## src/rtl/pfr_pkg.sv

```systemverilog
// Package for the Pareto front ranking block: sizes, word and entry types,
// controller commands and status, and the controller state encoding.
// No dependencies.
package pfr_pkg;

	localparam int MAX_POINTS     = 1024;
	localparam int MAX_OBJECTIVES = 8;
	localparam int KEY_SLOTS      = MAX_OBJECTIVES - 1;
	localparam int KEY_W          = 32;
	localparam int FIELD_W        = 10;
	localparam int FIELD_MAX      = (1 << FIELD_W) - 1;
	localparam int PTR_W          = $clog2(MAX_POINTS);
	localparam int CNT_W          = $clog2(MAX_POINTS + 1);
	localparam int CFG_W          = 4;
	localparam logic [CFG_W-1:0] NUM_OBJ_RESET = CFG_W'(2);

	typedef struct packed {
		logic              start_set;
		logic signed [31:0] obj_1;
		logic signed [31:0] obj_2;
		logic signed [31:0] obj_3;
		logic signed [31:0] obj_4;
		logic signed [31:0] obj_5;
		logic signed [31:0] obj_6;
		logic signed [31:0] obj_7;
	} pfr_in_t;

	typedef struct packed {
		logic [FIELD_W-1:0] front_rank;
		logic [FIELD_W-1:0] point_index;
		logic               overflow;
	} pfr_out_t;

	// One stored point: its rank and all of its remaining objective keys.
	typedef struct packed {
		logic [FIELD_W-1:0]                rank;
		logic [KEY_SLOTS-1:0][KEY_W-1:0]   keys;
	} pfr_entry_t;

	localparam int ENTRY_W = $bits(pfr_entry_t);

	typedef struct packed {
		logic load;
		logic scan;
		logic commit;
	} pfr_cmd_t;

	typedef struct packed {
		logic empty;
		logic last;
		logic busy;
		logic out_free;
	} pfr_stat_t;

	typedef enum logic [1:0] {
		ST_IDLE,
		ST_SCAN,
		ST_DRAIN,
		ST_COMMIT
	} pfr_state_t;

	// Saturate a point count to the width of a result field.
	function automatic logic [FIELD_W-1:0] sat_field(input logic [CNT_W-1:0] v);
		logic [31:0] wide;
		wide = 32'(v);
		if (wide > 32'(FIELD_MAX)) begin
			return FIELD_W'(FIELD_MAX);
		end
		return FIELD_W'(wide);
	endfunction

endpackage

```

## src/rtl/pfr_ctrl.sv

```systemverilog
// Controller of the Pareto front ranking block: sequences accept, scan of the
// stored points, pipeline drain and commit of the result word.
// Depends on pfr_pkg.
module pfr_ctrl
	import pfr_pkg::*;
(
	input  logic      clk,
	input  logic      arst_n,
	input  logic      in_valid,
	output logic      in_stall,
	output pfr_cmd_t  cmd,
	input  pfr_stat_t stat
);

	pfr_state_t state_q;
	pfr_state_t state_d;

	always_ff @(posedge clk or negedge arst_n) begin
		if (!arst_n) begin
			state_q <= ST_IDLE;
		end else begin
			state_q <= state_d;
		end
	end

	always_comb begin
		state_d  = state_q;
		cmd      = '0;
		in_stall = 1'b1;
		case (state_q)
			ST_IDLE: begin
				in_stall = 1'b0;
				if (in_valid) begin
					cmd.load = 1'b1;
					state_d  = ST_SCAN;
				end
			end
			ST_SCAN: begin
				if (stat.empty) begin
					state_d = ST_DRAIN;
				end else begin
					cmd.scan = 1'b1;
					if (stat.last) begin
						state_d = ST_DRAIN;
					end
				end
			end
			ST_DRAIN: begin
				if (!stat.busy) begin
					state_d = ST_COMMIT;
				end
			end
			ST_COMMIT: begin
				if (stat.out_free) begin
					cmd.commit = 1'b1;
					state_d    = ST_IDLE;
				end
			end
			default: begin
				state_d = ST_IDLE;
			end
		endcase
	end

endmodule

```

## config.mk

```make
export PLATFORM = sky130hd
export DESIGN_NAME = pfr_ctrl
export DESIGN_NICKNAME = d
export VERILOG_FILES = /design/src/rtl/pfr_pkg.sv /design/src/rtl/pfr_ctrl.sv
export SDC_FILE = /design/constraint.sdc
export NUM_CORES = 1
export LEC_CHECK = 0
export BUFFER_PORTS_ARGS = -buffer_cell sky130_fd_sc_hd__buf_2
export CAP_MARGIN = 30
export CORE_AREA = 2 2 39 41
export CTS_BUF_LIST = sky130_fd_sc_hd__clkbuf_4 sky130_fd_sc_hd__clkbuf_8
export DETAILED_ROUTE_END_ITERATION = 6
export DIE_AREA = 0 0 41 43
export PLACE_DENSITY = 0.45
export SYNTH_ARGS = -nofsm -noshare
export SYNTH_HDL_FRONTEND = slang
export SYNTH_SLANG_ARGS = --single-unit
```

## constraint.sdc

```tcl
create_clock -name clk -period 1.5 [get_ports clk]
set_clock_uncertainty 0.1 [all_clocks]
set_input_delay 0.225 -clock clk [delete_from_list [all_inputs] [get_ports clk]]
set_output_delay 0.225 -clock clk [all_outputs]
set_load 0.05 [all_outputs]
```

==> key figures, run 1 <==
Timing
  – Final setup violation count: 4
  – Fmax: just over 600 MHz
  – Minimum clock period: roughly 1600 ps
  – Slew Viols, Final: 0
  – RSZ-0062 raised after global routing: true
  – Slew HR: 81.6%
  – Final worst slack: -106 ps
  – Final hold vios: 0
  – Tcrit/Tclk final: 107%
  – Setup TNS: -241 ps
  – Worst Tran Pin Value: approximately 270 ps
  – Hold WS: around 210 ps

Synthesis
  – Seq/Total Area, Yosys: 25.5%
  – Top cell type's share of synthesized area: 25.5%
  – Syn_area_per_cell: ~10 µm²
  – Post-synth top cells: ha_1, inv_1, and2_1, dfrtp_1
  – Cell accounting for the most synthesized area: dfrtp_1
  – Post-Syn Nets: 30
  – Area contributors post-synth: dfrtp_1, ha_1, mux2_4, o2111ai_2, and2_1
  – Post-Syn Area: approximately 200 µm²
  – Main synth FF type: dfrtp_1
  – Post-synth EDFFs: 0
  – Synth warn: 0
  – Post-Syn Instances: 19
  – Count leader, synth: ha_1
  – Yosys cell types: 12
  – Async set-reset flop share out of synthesis: 100%
  – #FFs+latches synth: 2

Power and ir drop
  – Leakage power total: roughly 0.00020 µW
  – Total power: 1020 µW
  – PD cells: around 2300 nW/µm²
  – VDD IR max: between 700 and 800 µV

Global routing
  – Met2 Use GR: between 8 and 9%
  – Pin count of the biggest net entering global routing: 4
  – Grt ovf: 0
  – GR Util met3: under 10%
  – Initial antenna violation count: 0
  – Total track usage: between 6 and 7%
  – Met1 Use GR: ~6.8%
  – Vias in the first global route: 180
  – Global-route wire length before repair: 696 µm
  – Gr busiest metal: met2

CTS
  – Clock sinks: 2
  – H-tree depth: 1
  – Root buffer cell: clkbuf_4
  – Clock-pin slew on the worst setup and hold paths: 30 ps
  – CTS tree: built
  – Clk_lat worst skew: between 200 and 250 ps
  – CTS Buf Count: 3
  – Clock buffer depth: 2

Final layout
  – Top reg by flops: state_q
  – Number of flip-flops under the largest register name: 2
  – Regs by FF count: state_q: 2 flops
  – # fillers: about 140
  – Number of antenna diodes: 0
  – Area Growth Syn to Fin: 127%
  – Nets: 51
  – Layout cell share with drive strength beyond 1: approximately four fifths

Routing
  – Vias: slightly above 200
  – DRT Pass-1 Iters: 1
  – Remaining routing DRC violations: 0
  – Total Wirelength: 492 µm
  – Post-route ant nets: 0
  – Post-DR wirelength/cell: slightly above 9 µm
  – Drt via density: between 3 and 4
  – Initial drt markers: 0

Worst setup path
  – Largest stage delay, worst path: 390 ps
  – R2R cell count: 5
  – Critical Path End Type: register
  – FF-to-FF End: state_q[1]
  – CP Cell Sequence: inv_2 > ha_4 > or3b_4 > o2111ai_4 > mux2_4
  – R2r setup slk: -110 ps
  – Worst path top cell family by delay: simple AND/OR/NAND/NOR gates
  – CP max stage cell: or3b_4
  – CP Data Arrival Time: around 1600 ps
  – Crit Path Max Fanout: 2
  – Startpoint Class: register
  – Reg-to-Reg Start: state_q[1]
  – CP required: around 1500 ps
  – CP bufs+invs: 1
  – Critical path class: register to register

Floorplan
  – Die area: 1760 µm²
  – Row cnt: 14
  – Initial core utilization: 14.2%
  – Die Wd: 41 µm
  – Die H: approximately 43 µm
  – Core box area: ~1400 µm²
  – # IOs: 11

Placed design
  – PortBufs: 10
  – Routability cong.: approximately 0.69

Run status
  – Outcome: complete, but fails checks
  – Failing checks: negative setup slack

Worst hold path
  – Hold WC Path Type: primary input to async pin

Flow run
  – # Max-Cap Violations: 0
-- cell usage in the layout (no fill, tap or decap), types with 2 or more instances in the layout --
master,n
buf_6,6
buf_2,6
ha_4,3
buf_8,2
inv_2,2
and2_4,2
clkbuf_4,3
-- per-layer routing --
layer  wire length [µm]  up-vias
li1                   -      103
met1                194       93
met2                231       11
met3                 66        0
met4                  0        0
met5                  0        -
-- where the power goes --
part	leakage (µW)	switching (µW)	internal (µW)	total, µW
Combinational	0.000165	369	417	786
Clock	0.0000138	29.9	88.2	118
Sequential	0.0000226	31.9	88.4	120
-- kinds of logic (layout without fill, tap and decap cells) --
kind of cell	after synthesis	in the layout	share of synthesized area [%]
AO/OA/AOI/OAI	2	2	10.2
adder cells (fa/ha/maj)	4	4	25.5
buffers and inverters	3	22	5.73
flip-flops	2	2	25.5
multiplexers	1	1	7.64
AND/OR/NAND/NOR	7	7	25.5
-- per-stage QoR --
step | area (µm²) | worst slack [ps] | instances | util [%]
2_1_floorplan | 213 | -176 | 19 | -
3_3_place_gp | 313 | -97.0 | 49 | 22.6
3_5_place_dp | 313 | -108 | 49 | 22.6
4_1_cts | 417 | -105 | 53 | 30.1
5_1_grt | 445 | -151 | 54 | 32.2
6_report | 445 | -106 | 54 | 32.2
-- worst max path at each step --
stage | startpoint | endpoint | cells after the start
detailed placement | state_q[1] | state_q[1] | 5
floorplan | state_q[1] | state_q[1] | 5
global placement | state_q[1] | state_q[1] | 5
CTS | state_q[1] | state_q[1] | 5
finish | state_q[1] | state_q[1] | 5
global route | state_q[1] | state_q[1] | 5
-- area by class of cell --
class | instances | area (µm²) | area share (%)
Sequential cell | 2 | 51.3 | 11.5
Clock buffer | 3 | 22.5 | 5.06
Tap cell | 16 | 20.0 | 4.49
Timing Repair Buffer | 16 | 145 | 32.6
Inverter | 3 | 15.0 | 3.37
Multi-Input combinational cell | 14 | 191 | 43.0
-- repair_timing --
action / 4_1_cts / 5_1_grt
pin swaps: 2 / 1
gates resized for setup: 18 / 5
hold endpoints to repair: 2 / 0
setup endpoints to repair: 5 / 6
hold buffers: 1 / 0
setup buffers: 0 / 1
(Power assumes the default switching activity.)
==> run 2, diff against run 1 <==
CTS_BUF_LIST = sky130_fd_sc_hd__clkbuf_16   (was sky130_fd_sc_hd__clkbuf_4 sky130_fd_sc_hd__clkbuf_8)
RECOVER_POWER = 25   (was not set)
==> run 2 against run 1 <==
Critical path type unchanged. Global-route usage rose by 1.4 points. Design area is 15% higher. The flow still finishes with violations (negative setup slack). Sequential power barely moved. Critical endpoint unchanged.
==> key figures, run 2 (synthesized netlist as in run 1, its figures left out) <==
Run status
  – Outcome: complete, but fails checks
  – Failing checks: negative setup slack

Floorplan
  – Die Wd: 41 µm (unchanged)
  – Row cnt: 14 (unchanged)
  – # IOs: 11 (unchanged)
  – Initial core utilization: 14.2% (unchanged)
  – Core box area: 1380 µm² (unchanged)
  – Die H: 43 µm (unchanged)
  – Die area: 1760 µm² (unchanged)

Timing
  – Tcrit/Tclk final: 107% (-0.16 points)
  – Final hold vios: 0 (unchanged)
  – Slew Viols, Final: 0 (unchanged)
  – Final setup violation count: 5 (+1)
  – RSZ-0062 raised after global routing: true
  – Setup TNS: -285 ps (-43.9 ps)
  – Minimum clock period: 1600 ps (-2.33 ps)
  – Fmax: 624 MHz (+0.15%)
  – Slew HR: 80.2% (-1.5 points)
  – Final worst slack: -104 ps (+2.33 ps)
  – Worst Tran Pin Value: 293 ps (+21.5 ps)

Worst setup path
  – Crit Path Max Fanout: 2 (unchanged)
  – Startpoint Class: register
  – Critical Path End Type: register
  – CP Data Arrival Time: 1600 ps (about the same)
  – Critical path class: register to register
  – CP required: 1490 ps (about the same)

Placed design
  – Routability cong.: 0.686 (unchanged)
  – PortBufs: 10 (unchanged)
  – Post-Place Setup Slack: -108 ps (unchanged)
  – Instance area at placement: 313 µm² (unchanged)

Final layout
  – Nets: 52 (+2.0%)
  – Number of antenna diodes: 0 (unchanged)
  – Top reg by flops: state_q
  – Regs by FF count: state_q: 2 flops
  – Area Growth Syn to Fin: 160%
  – Post-Layout Inst Area: 510 µm² (+15%)
  – Layout cell share with drive strength beyond 1: 82.1% (+0.47 points)
  – Commonest non-fill, non-tap cell in the layout: buf_2
  – Most frequent cells in the layout: buf_2, buf_6
  – Number of flip-flops under the largest register name: 2 (unchanged)

CTS
  – CTS Buf Count: 3 (unchanged)
  – Clock sinks: 2 (unchanged)
  – Root buffer cell: clkbuf_16
  – Clk_lat worst skew: 220 ps (about the same)
  – Clock buffer depth: 2 (unchanged)
  – CTS tree: built
  – H-tree depth: 1 (unchanged)
  – Clock-pin slew on the worst setup and hold paths: 30 ps (about the same)

Routing
  – Post-DR wirelength/cell: 10.8 µm (+19%)
  – Vias: 206 (-0.48%)
  – Initial drt markers: 0 (unchanged)
  – Remaining routing DRC violations: 0 (unchanged)
  – Drt via density: 3.75 (-2.3%)
  – Total Wirelength: 596 µm (+21%)
  – Post-route ant nets: 0 (unchanged)
  – DRT Pass-1 Iters: 1 (unchanged)

Global routing
  – Grt ovf: 0 (unchanged)
  – Total track usage: 7.63% (+1.4 points)
  – Global-route wire length before repair: 848 µm (+22%)
  – Pin count of the biggest net entering global routing: 4 (unchanged)
  – Vias in the first global route: 224 (+24%)
  – Initial antenna violation count: 0 (unchanged)

Power and ir drop
  – Leakage power total: 0.000228 µW (+13%)
  – PD cells: 2650 nW/µm² (+15%)
  – VDD IR max: 938 µV (+32%)

Worst hold path
  – Hold WC Path Type: primary input to async pin

Flow run
  – # Max-Cap Violations: 0 (unchanged)
run 2: changes by cell type in the layout (fill, tap and decap cells not counted):
cell       previous run  this run
clkbuf_16             0         3
clkbuf_4              3         0
buf_4                 1         3
buf_6                 6         4
buf_2                 6         5
buf_8                 2         3
clkbuf_1              0         1
nor4bb_1              1         0
nor4bb_2              0         1
run 2: worst max-delay path: stages, from the launching register on:
cell       delay [ps]
dfrtp_1           370
inv_2              80
ha_4              120
or3b_4            390
o2111ai_4          90
mux2_4            330
run 2: area by class of cell:
class,count,area [µm²]
Fill cell,131,873
Multi-Input combinational cell,14,198
Inverter,3,15.0
Sequential cell,2,51.3
Tap cell,16,20.0
Timing Repair Buffer,17,151
Clock buffer,3,75.1
run 2: worst paths after layout:
check	start	to	slack, ps	cells past startpoint
worst max-delay path	state_q[1]	state_q[1]	-100	5
min in group clk	stat[1]	state_q[1]	370	4
worst max register to register	state_q[1]	state_q[1]	-100	5
max in group asynchronous	arst_n	state_q[0]	940	2
worst min-delay path	arst_n	state_q[0]	220	2
worst min register to register	state_q[0]	state_q[0]	550	2
run 2: routing by layer:
metal | vias up | global-route usage, % | share of wire [%]
li1 | 104 | - | -
met1 | 91 | 6.43 | 37
met2 | 11 | 13.8 | 53
met3 | 0 | 3.14 | 9.6
met4 | 0 | 4.00 | 0
met5 | - | 0 | 0
run 2: report_power, final:
part | switching (µW) | internal, µW
clock network | 56.2 | 339
logic | 391 | 448
registers | 31.9 | 88.4
total | 479 | 875
run 2: through the flow:
stage	cells	total power (µW)	hold WS, ps	util [%]
2_1_floorplan	19	507	-171	-
3_3_place_gp	49	680	-87.9	22.6
3_5_place_dp	49	677	-88.1	22.6
4_1_cts	54	1310	211	36.2
5_1_grt	55	1430	256	36.9
6_report	55	1350	222	36.9
run 2: repair_timing:
action	4_1_cts	5_1_grt
buffers inserted	1	1
endpoints found under the hold margin	2	0
gates resized for setup	23	1
pin swaps	3	0
hold buffers	1	0
endpoints found under the setup margin	5	5
